===== src/bscs_pkg.sv =====
// Shared constants, types and a helper function for the bright spot centroid steering block
`default_nettype none
package bscs_pkg;

  // Coordinate and count widths
  localparam int COORD_BITS = 12;
  localparam int COUNT_BITS = 24;
  localparam int SUM_BITS   = COORD_BITS + COUNT_BITS;
  localparam int STEP_BITS  = $clog2(COORD_BITS);

  // Field widths
  localparam int PIXEL_BITS = 8;
  localparam int THR_BITS   = 8;
  localparam int FW_BITS    = 13;
  localparam int DIR_BITS   = 2;
  localparam int OUT_COORD_BITS = 12;

  // Configuration port
  localparam int CFG_IDX_BITS  = 1;
  localparam int CFG_DATA_BITS = 13;
  localparam logic [CFG_IDX_BITS-1:0] REG_THRESHOLD = 1'd0;
  localparam logic [CFG_IDX_BITS-1:0] REG_WIDTH     = 1'd1;
  localparam logic [THR_BITS-1:0] THR_RESET = 8'd253;
  localparam logic [FW_BITS-1:0]  FW_RESET  = 13'd640;

  // Direction codes
  localparam logic [DIR_BITS-1:0] DIR_STOP  = 2'd0;
  localparam logic [DIR_BITS-1:0] DIR_LEFT  = 2'd1;
  localparam logic [DIR_BITS-1:0] DIR_RIGHT = 2'd2;
  localparam logic [DIR_BITS-1:0] DIR_FWD   = 2'd3;

  // Reciprocal of three for the width thirds, exact for widths up to 2^COORD_BITS
  localparam int RECIP_SHIFT = COORD_BITS + 2;
  localparam int RECIP3      = ((1 << RECIP_SHIFT) + 2) / 3;
  localparam int PROD_BITS   = COORD_BITS + 1 + RECIP_SHIFT;

  localparam logic [COUNT_BITS-1:0] COUNT_MAX = {COUNT_BITS{1'b1}};

  typedef enum logic [1:0] {
    ST_RUN,
    ST_DIV,
    ST_FIN
  } state_t;

  // Controller to datapath commands
  typedef struct packed {
    logic accept;
    logic start_div;
    logic step_div;
    logic load_out;
  } dp_cmd_t;

  // Datapath to controller status
  typedef struct packed {
    logic out_free;
  } dp_sts_t;

  // Clamp the programmed width to 1 .. 2^COORD_BITS
  function automatic logic [COORD_BITS:0] eff_width(input logic [FW_BITS-1:0] fw);
    logic [COORD_BITS:0] w;
    if (fw == '0) begin
      w = (COORD_BITS+1)'(1);
    end else if (int'(fw) > (1 << COORD_BITS)) begin
      w = (COORD_BITS+1)'(1 << COORD_BITS);
    end else begin
      w = (COORD_BITS+1)'(fw);
    end
    return w;
  endfunction

endpackage
`default_nettype wire


===== src/bscs_pix_if.sv =====
// Pixel input channel: valid, ready and one pixel beat
`default_nettype none
interface bscs_pix_if;
  logic                                valid;
  logic                                ready;
  logic [bscs_pkg::PIXEL_BITS-1:0]     pixel;
  logic                                end_of_frame;

  modport source (output valid, output pixel, output end_of_frame, input ready);
  modport sink   (input valid, input pixel, input end_of_frame, output ready);
endinterface
`default_nettype wire


===== src/bscs_res_if.sv =====
// Result output channel: valid, ready and one steering result beat
`default_nettype none
interface bscs_res_if;
  logic                                  valid;
  logic                                  ready;
  logic [bscs_pkg::DIR_BITS-1:0]         direction;
  logic [bscs_pkg::OUT_COORD_BITS-1:0]   centroid_col;
  logic [bscs_pkg::OUT_COORD_BITS-1:0]   centroid_row;
  logic                                  spot_found;

  modport source (output valid, output direction, output centroid_col,
                  output centroid_row, output spot_found, input ready);
  modport sink   (input valid, input direction, input centroid_col,
                  input centroid_row, input spot_found, output ready);
endinterface
`default_nettype wire


===== src/bscs_ctrl.sv =====
// Controller: pixel handshake and sequencing of the end of frame division
`default_nettype none
module bscs_ctrl (
  input  wire logic              clk,
  input  wire logic              rst,
  input  wire logic              pix_valid,
  input  wire logic              pix_eof,
  output logic                   pix_ready,
  input  wire bscs_pkg::dp_sts_t sts,
  output bscs_pkg::dp_cmd_t      cmd
);

  bscs_pkg::state_t               state, state_next;
  logic [bscs_pkg::STEP_BITS-1:0] step, step_next;
  logic                           last_step;

  assign last_step = (step == bscs_pkg::STEP_BITS'(bscs_pkg::COORD_BITS - 1));

  // State and step counter
  always_ff @(posedge clk) begin
    if (rst) begin
      state <= bscs_pkg::ST_RUN;
      step  <= '0;
    end else begin
      state <= state_next;
      step  <= step_next;
    end
  end

  // Next state and commands
  always_comb begin
    state_next    = state;
    step_next     = step;
    pix_ready     = 1'b0;
    cmd           = '0;
    unique case (state)
      bscs_pkg::ST_RUN: begin
        pix_ready  = 1'b1;
        cmd.accept = pix_valid;
        if (pix_valid && pix_eof) begin
          cmd.start_div = 1'b1;
          step_next     = '0;
          state_next    = bscs_pkg::ST_DIV;
        end
      end
      bscs_pkg::ST_DIV: begin
        cmd.step_div = 1'b1;
        step_next    = step + 1'b1;
        if (last_step) begin
          state_next = bscs_pkg::ST_FIN;
        end
      end
      bscs_pkg::ST_FIN: begin
        // hold the result until the output register is free
        if (sts.out_free) begin
          cmd.load_out = 1'b1;
          state_next   = bscs_pkg::ST_RUN;
        end
      end
      default: begin
        state_next = bscs_pkg::ST_RUN;
      end
    endcase
  end

endmodule
`default_nettype wire


===== src/bscs_dp.sv =====
// Datapath: raster position, bright pixel sums, shift-subtract dividers and result register
`default_nettype none
module bscs_dp (
  input  wire logic                                 clk,
  input  wire logic                                 rst,
  input  wire logic                                 cfg_we,
  input  wire logic [bscs_pkg::CFG_IDX_BITS-1:0]    cfg_index,
  input  wire logic [bscs_pkg::CFG_DATA_BITS-1:0]   cfg_wdata,
  input  wire logic [bscs_pkg::PIXEL_BITS-1:0]      pixel,
  input  wire bscs_pkg::dp_cmd_t                    cmd,
  output bscs_pkg::dp_sts_t                         sts,
  input  wire logic                                 res_ready,
  output logic                                      res_valid,
  output logic [bscs_pkg::DIR_BITS-1:0]             direction,
  output logic [bscs_pkg::OUT_COORD_BITS-1:0]       centroid_col,
  output logic [bscs_pkg::OUT_COORD_BITS-1:0]       centroid_row,
  output logic                                      spot_found
);

  localparam int CB = bscs_pkg::COORD_BITS;
  localparam int SB = bscs_pkg::SUM_BITS;
  localparam int NB = bscs_pkg::COUNT_BITS;
  localparam int RS = bscs_pkg::RECIP_SHIFT;
  localparam int PB = bscs_pkg::PROD_BITS;

  logic [bscs_pkg::THR_BITS-1:0] thr;
  logic [bscs_pkg::FW_BITS-1:0]  fw;
  logic [CB:0]                   w;

  logic [CB-1:0] col, row;
  logic [SB-1:0] sum_c, sum_r;
  logic [NB-1:0] cnt;

  logic          bright;
  logic [SB-1:0] sum_c_acc, sum_r_acc;
  logic [NB-1:0] cnt_acc;

  logic [SB-1:0] rem_c, rem_r, dvs;
  logic [CB-1:0] q_c, q_r;
  logic          found;
  logic [CB-1:0] third;
  logic [CB:0]   right_lim;
  logic [PB-1:0] prod;
  logic [SB:0]   diff_c, diff_r;

  logic [bscs_pkg::DIR_BITS-1:0] dir_sel;

  // Configuration registers
  always_ff @(posedge clk) begin
    if (rst) begin
      thr <= bscs_pkg::THR_RESET;
      fw  <= bscs_pkg::FW_RESET;
    end else if (cfg_we) begin
      unique case (cfg_index)
        bscs_pkg::REG_THRESHOLD: thr <= cfg_wdata[bscs_pkg::THR_BITS-1:0];
        bscs_pkg::REG_WIDTH:     fw  <= cfg_wdata[bscs_pkg::FW_BITS-1:0];
        default: ;
      endcase
    end
  end

  assign w = bscs_pkg::eff_width(fw);

  // Accumulate the current pixel if bright and the count has room
  assign bright    = (pixel > thr) && (cnt != bscs_pkg::COUNT_MAX);
  assign sum_c_acc = bright ? sum_c + SB'(col) : sum_c;
  assign sum_r_acc = bright ? sum_r + SB'(row) : sum_r;
  assign cnt_acc   = bright ? cnt + 1'b1 : cnt;

  // Raster position and sums; clear at end of frame
  always_ff @(posedge clk) begin
    if (rst) begin
      col   <= '0;
      row   <= '0;
      sum_c <= '0;
      sum_r <= '0;
      cnt   <= '0;
    end else if (cmd.accept) begin
      if (cmd.start_div) begin
        col   <= '0;
        row   <= '0;
        sum_c <= '0;
        sum_r <= '0;
        cnt   <= '0;
      end else begin
        sum_c <= sum_c_acc;
        sum_r <= sum_r_acc;
        cnt   <= cnt_acc;
        if ({1'b0, col} >= w - 1'b1) begin
          col <= '0;
          row <= row + 1'b1;
        end else begin
          col <= col + 1'b1;
        end
      end
    end
  end

  // Width third by multiplication with the reciprocal of three
  assign prod = PB'(w) * PB'(bscs_pkg::RECIP3);

  // Restoring division, one quotient bit per cycle for both coordinates
  assign diff_c = {1'b0, rem_c} - {1'b0, dvs};
  assign diff_r = {1'b0, rem_r} - {1'b0, dvs};

  always_ff @(posedge clk) begin
    if (cmd.start_div) begin
      rem_c     <= sum_c_acc;
      rem_r     <= sum_r_acc;
      dvs       <= SB'(cnt_acc) << (CB - 1);
      found     <= (cnt_acc != '0);
      third     <= prod[RS+CB-1:RS];
      right_lim <= w - (CB+1)'(prod[RS+CB-1:RS]);
      q_c       <= '0;
      q_r       <= '0;
    end else if (cmd.step_div) begin
      if (!diff_c[SB]) begin
        rem_c <= diff_c[SB-1:0];
      end
      if (!diff_r[SB]) begin
        rem_r <= diff_r[SB-1:0];
      end
      q_c <= {q_c[CB-2:0], ~diff_c[SB]};
      q_r <= {q_r[CB-2:0], ~diff_r[SB]};
      dvs <= dvs >> 1;
    end
  end

  // Classify the centroid column into thirds of the width
  always_comb begin
    if (!found) begin
      dir_sel = bscs_pkg::DIR_STOP;
    end else if (q_c < third) begin
      dir_sel = bscs_pkg::DIR_LEFT;
    end else if ({1'b0, q_c} > right_lim) begin
      dir_sel = bscs_pkg::DIR_RIGHT;
    end else begin
      dir_sel = bscs_pkg::DIR_FWD;
    end
  end

  // Result register: drop valid once the beat is taken
  always_ff @(posedge clk) begin
    if (rst) begin
      res_valid <= 1'b0;
    end else if (cmd.load_out) begin
      res_valid <= 1'b1;
    end else if (res_ready) begin
      res_valid <= 1'b0;
    end
  end

  always_ff @(posedge clk) begin
    if (cmd.load_out) begin
      direction    <= dir_sel;
      centroid_col <= found ? bscs_pkg::OUT_COORD_BITS'(q_c) : '0;
      centroid_row <= found ? bscs_pkg::OUT_COORD_BITS'(q_r) : '0;
      spot_found   <= found;
    end
  end

  assign sts.out_free = !res_valid || res_ready;

endmodule
`default_nettype wire


===== src/bright_spot_centroid_steer.sv =====
// Bright spot centroid: one pixel per cycle within a frame. The end of frame pixel
// starts a shift-subtract division (one quotient bit per cycle, COORD_BITS bits);
// the result beat is loaded after the last quotient bit and intake resumes then, so
// no pixel is taken during the division. An untaken result beat stalls intake
// after the next frame's division until it is taken. Synchronous reset clears
// position, sums, count and state, and loads threshold 253 and width 640.
`default_nettype none
module bright_spot_centroid_steer (
  input  wire logic                                 clk,
  input  wire logic                                 rst,
  input  wire logic                                 cfg_we,
  input  wire logic [bscs_pkg::CFG_IDX_BITS-1:0]    cfg_index,
  input  wire logic [bscs_pkg::CFG_DATA_BITS-1:0]   cfg_wdata,
  bscs_pix_if.sink                                  pix,
  bscs_res_if.source                                res
);

  bscs_pkg::dp_cmd_t cmd;
  bscs_pkg::dp_sts_t sts;

  bscs_ctrl u_ctrl (
    .clk       (clk),
    .rst       (rst),
    .pix_valid (pix.valid),
    .pix_eof   (pix.end_of_frame),
    .pix_ready (pix.ready),
    .sts       (sts),
    .cmd       (cmd)
  );

  bscs_dp u_dp (
    .clk          (clk),
    .rst          (rst),
    .cfg_we       (cfg_we),
    .cfg_index    (cfg_index),
    .cfg_wdata    (cfg_wdata),
    .pixel        (pix.pixel),
    .cmd          (cmd),
    .sts          (sts),
    .res_ready    (res.ready),
    .res_valid    (res.valid),
    .direction    (res.direction),
    .centroid_col (res.centroid_col),
    .centroid_row (res.centroid_row),
    .spot_found   (res.spot_found)
  );

endmodule
`default_nettype wire


===== src/flat_wrapper.sv =====
// flat-port wrapper written by rule: the top's interface ports become plain ports
module bright_spot_centroid_steer_flat 
  (clk, rst, cfg_we, cfg_index, cfg_wdata, pix_valid, pix_pixel, pix_end_of_frame, pix_ready, res_valid, res_direction, res_centroid_col, res_centroid_row, res_spot_found, res_ready);
  bscs_pix_if pix_i ();
  bscs_res_if res_i ();
  input  wire logic clk;
  input  wire logic rst;
  input  wire logic cfg_we;
  input  wire logic [bscs_pkg::CFG_IDX_BITS-1:0] cfg_index;
  input  wire logic [bscs_pkg::CFG_DATA_BITS-1:0] cfg_wdata;
  input wire logic [$bits(pix_i.valid)-1:0] pix_valid;
  input wire logic [$bits(pix_i.pixel)-1:0] pix_pixel;
  input wire logic [$bits(pix_i.end_of_frame)-1:0] pix_end_of_frame;
  output wire logic [$bits(pix_i.ready)-1:0] pix_ready;
  output wire logic [$bits(res_i.valid)-1:0] res_valid;
  output wire logic [$bits(res_i.direction)-1:0] res_direction;
  output wire logic [$bits(res_i.centroid_col)-1:0] res_centroid_col;
  output wire logic [$bits(res_i.centroid_row)-1:0] res_centroid_row;
  output wire logic [$bits(res_i.spot_found)-1:0] res_spot_found;
  input wire logic [$bits(res_i.ready)-1:0] res_ready;
  assign pix_i.valid = pix_valid;
  assign pix_i.pixel = pix_pixel;
  assign pix_i.end_of_frame = pix_end_of_frame;
  assign pix_ready = pix_i.ready;
  assign res_valid = res_i.valid;
  assign res_direction = res_i.direction;
  assign res_centroid_col = res_i.centroid_col;
  assign res_centroid_row = res_i.centroid_row;
  assign res_spot_found = res_i.spot_found;
  assign res_i.ready = res_ready;
  bright_spot_centroid_steer u_core (.clk(clk), .rst(rst), .cfg_we(cfg_we), .cfg_index(cfg_index), .cfg_wdata(cfg_wdata), .pix(pix_i), .res(res_i));
endmodule

===== config.mk =====
export PLATFORM = sky130hd
export DESIGN_NAME = bright_spot_centroid_steer_flat
export DESIGN_NICKNAME = d
export VERILOG_FILES = /design/src/bscs_pkg.sv /design/src/bscs_pix_if.sv /design/src/bscs_res_if.sv /design/src/bscs_ctrl.sv /design/src/bscs_dp.sv /design/src/bright_spot_centroid_steer.sv /design/src/flat_wrapper.sv
export SDC_FILE = /design/constraint.sdc
export NUM_CORES = 1
export LEC_CHECK = 0
export BUFFER_PORTS_ARGS = -buffer_cell sky130_fd_sc_hd__buf_2
export CORE_ASPECT_RATIO = 0.9
export CORE_MARGIN = 2
export CORE_UTILIZATION = 46
export CTS_CLUSTER_DIAMETER = 80
export CTS_CLUSTER_SIZE = 14
export DETAILED_ROUTE_END_ITERATION = 12
export GPL_ROUTABILITY_DRIVEN = 0
export HOLD_SLACK_MARGIN = 0.15
export SYNTH_ARGS = -nofsm -noshare
export SYNTH_HDL_FRONTEND = slang
export SYNTH_SLANG_ARGS = --single-unit

===== constraint.sdc =====
create_clock -name clk -period 10.2 [get_ports clk]
set_input_delay 1.53 -clock clk [delete_from_list [all_inputs] [get_ports clk]]
set_output_delay 1.53 -clock clk [all_outputs]
set_load 0.1 [all_outputs]

==> flow_summary.ini <==
[status]
outcome = completed

[global_route]
grtUsageTotal = 0.234
first_global_vias = 18300
grt_first_pass_wirelength_mm = 101
pin_count_of_the_biggest_net_entering_global_routing = 91
initial_antenna_violation_count = 1
grt_overflow_total = 0

[setup_path]
timing.critical_path.required_ps = 10530
startpoint = u_core.u_dp.fw[12]
r2r_start = u_core.u_dp.fw[12]
crit_top_cell = inv_1
r2r_slack_ps = 1680
timing.critical_path.fanout_max = 12
timing_worst_setup_path_type = flop to flop
startpoint_type = flop
worstPathArrival_ps = 8850
kind_of_end_point_of_the_critical_path = flop
rr_worst_depth = 31
cpMaxStageDelayCell = dfxtp_1
worst_r2r_endpoint = u_core.u_dp.right_lim[11]
max_stage_delay_ps = 640

[logic_synthesis]
synth.top_cells.by_count = nand2_1 (287), ha_1 (251), a21oi_1 (238)
postSynth.topFlopCell = dfxtp_1
yosys_warnings = 0
async_flop_share = 0
yosys.cell_count.top_type = nand2_1
synthesis.instances = 2749
synth.area.top_cells = edfxtp_1 (19%), dfxtp_1 (15%), ha_1 (13%)
part_of_the_yosys_area_used_for_sequential_elements = 0.339
synth_cell_types = 87
synth-edff-count = 149
postSynthRegisterBits = 332
synth.largest_area_cell = edfxtp_1
net_count_after_synthesis = 3078
synth_top_area_share = 0.187
post_synth.cell_area_avg_sq_um = 8.73
post_synth_instance_area_sq_mm = 0.0240

[die]
core_region_area_sq_mm = 0.0516
fp-row-count = 79
num_io_pins = 57
effective_utilization_at_floorplan = 0.465
die_area_sq_mm = 0.0540
floorplan.die.height_um = 221
die_width_um = 245

[cts]
holdBufCountCts = 0
worst_setup_hold_path_clk_slew_ps = 70
tritoncts_clock_tree = done
worst_skew_pair.late_latency_ps = 580
clock-root-buffer = clkbuf_16
post_cts_resize_count = 0
h_tree_depth = 1
numClockSinks = 332
cts-root-to-sink-buffers = 3
cts_setup_buffers = 0
cts_made_buffers = 29

[route]
antenna_left = 0
route.final.wire_length_mm = 63.6
drt_first_pass_iters = 5
wl_per_cell_um = 18.4
drt-initial-drc-count = 1711
via_per_inst = 5.68
route.vias.total = 19600
remaining_routing_drc_violations = 0

[final_layout]
area_delta_synth_final_pct = 7.63
final_area_sq_mm = 0.0258
layoutNonFillerInstCount = 3450
design.final.nets = 3070
proportion_of_layout_cells_with_a_drive_suffix_above_1 = 0.0554
ant_diodes = 0

[flow_run]
drv_cap = 0

[power]
worst_ir_drop_vdd_v = 0.000128
power.total_uw = 4550
power_per_cell_area_mw_per_mm2 = 176
leakagePower_uw = 0.0109

[place]
place.port_buffers = 56
dp_hpwl_mm = 46.7
dp.cells = 3398
post_dp_cell_area_sq_mm = 0.0249

[timing]
rsz0062_at_grt = no
final-max-slew-violation-count = 0
relSlewSlack = 0.314
setup-violations-final = 0
min_period_ps = 8520
worst_slew_pin_slew_ps = 1030
post-route-period-util = 0.835
max_clock_freq_mhz = 117
timing_hold_violations_final = 0
fin_skew_ps = 12.6
totalNegativeSetupSlack_ps = 0

[min_path]
min_delay_path_depth = 2
worstHoldEndpoint = u_core.u_dp.q_r[11]
hp-start = u_core.u_dp.q_r[11]
hp-class = flop to flop
critical path, delay by kind of cell, from the launching register on:
| family | cells | cell delay [ps] |
|---|---|---|
| DFF | 1 | 640 |
| AOI/OAI and AO/OA | 11 | 1970 |
| and+or+nand+nor | 4 | 1030 |
| xor gates and xnor gates | 1 | 130 |
| buffers and inverters | 6 | 870 |
| adders and majority gates | 9 | 3610 |
where the power goes:
part | switching, uW | total, uW | internal [uW] | leakage, uW
Sequential | 53.2 | 1650 | 1600 | 0.00290
Clock | 519 | 1130 | 610 | 0.000450
Combinational | 1040 | 1770 | 721 | 0.00760
metrics by stage:
stage                     utilization  hold slack, ps  setup slack (ps)
after floorplan                     -             432              2680
after global placement          0.482             438              1760
after detailed placement        0.482             446              1680
after CTS                       0.500             456              1660
after global routing            0.500             485              1100
final                           0.500             455              1680
logic make-up (layout without fill, tap and decap cells):
group                    count (synthesis)  in the layout  synth area share
AO/OA/AOI/OAI                          742            742             0.195
flip-flops                             332            332             0.339
multiplexers                            14             14           0.00584
other                                    1              1          0.000156
buffers and inverters                  343            356            0.0546
adder cells (fa/ha/maj)                303            303             0.174
XOR/XNOR                               202            202            0.0738
AND/OR/NAND/NOR                        812            812             0.158
layout by cell type, fill, tap and decap left out, drive strengths merged, types with 37 or more instances in the layout:
cell,count
o21ai,160
nor2,206
a21o,91
xnor2,107
and2,37
clkbuf,48
fa,50
dfxtp,183
edfxtp,149
ha,251
nor3,51
inv,225
xor2,95
nand2,287
a21oi,239
buf,80
a22oi,44
nand3,56
worst max path at each step:
stage,end,cells after the start
after CTS,u_core.u_dp.right_lim[11],31
final,u_core.u_dp.right_lim[11],31
after floorplan,u_core.u_dp.right_lim[11],33
after global routing,u_core.u_dp.right_lim[11],31
after detailed placement,u_core.u_dp.right_lim[11],31
after global placement,u_core.u_dp.right_lim[11],31
state kept, by name, summed over array words and instances, names as in the netlist, 4 cells and up:
register	cells
u_core.u_dp.fw	13
u_core.u_dp.centroid_col	12
u_core.u_dp.col	12
u_core.u_dp.sum_r	36
u_core.u_dp.q_c	12
u_core.u_dp.sum_c	36
u_core.u_dp.centroid_row	12
u_core.u_dp.q_r	12
u_core.u_dp.thr	8
u_core.u_dp.row	12
u_core.u_dp.cnt	24
u_core.u_dp.right_lim	13
u_core.u_dp.rem_c	36
u_core.u_dp.third	12
u_core.u_ctrl.step	4
u_core.u_dp.dvs	35
u_core.u_dp.rem_r	36
layer usage:
layer / GRT usage / vias up / wire length, um
li1: - / 9672 / -
met1: 0.360 / 9285 / 31800
met2: 0.341 / 562 / 25800
met3: 0.0354 / 72 / 4590
met4: 0.0528 / 0 / 1340
met5: 0 / - / 0
final cells by class:
type                            instances  area (sq um)
Multi-Input combinational cell       2074         14600
Inverter                              224           846
Timing Repair Buffer                   80           463
Clock buffer                           48           872
Tap cell                              688           861
Clock inverter                          4          56.3
Sequential cell                       332          8140
Fill cell                            4922         25800
No activity file was read; power rests on OpenSTA's default activity.
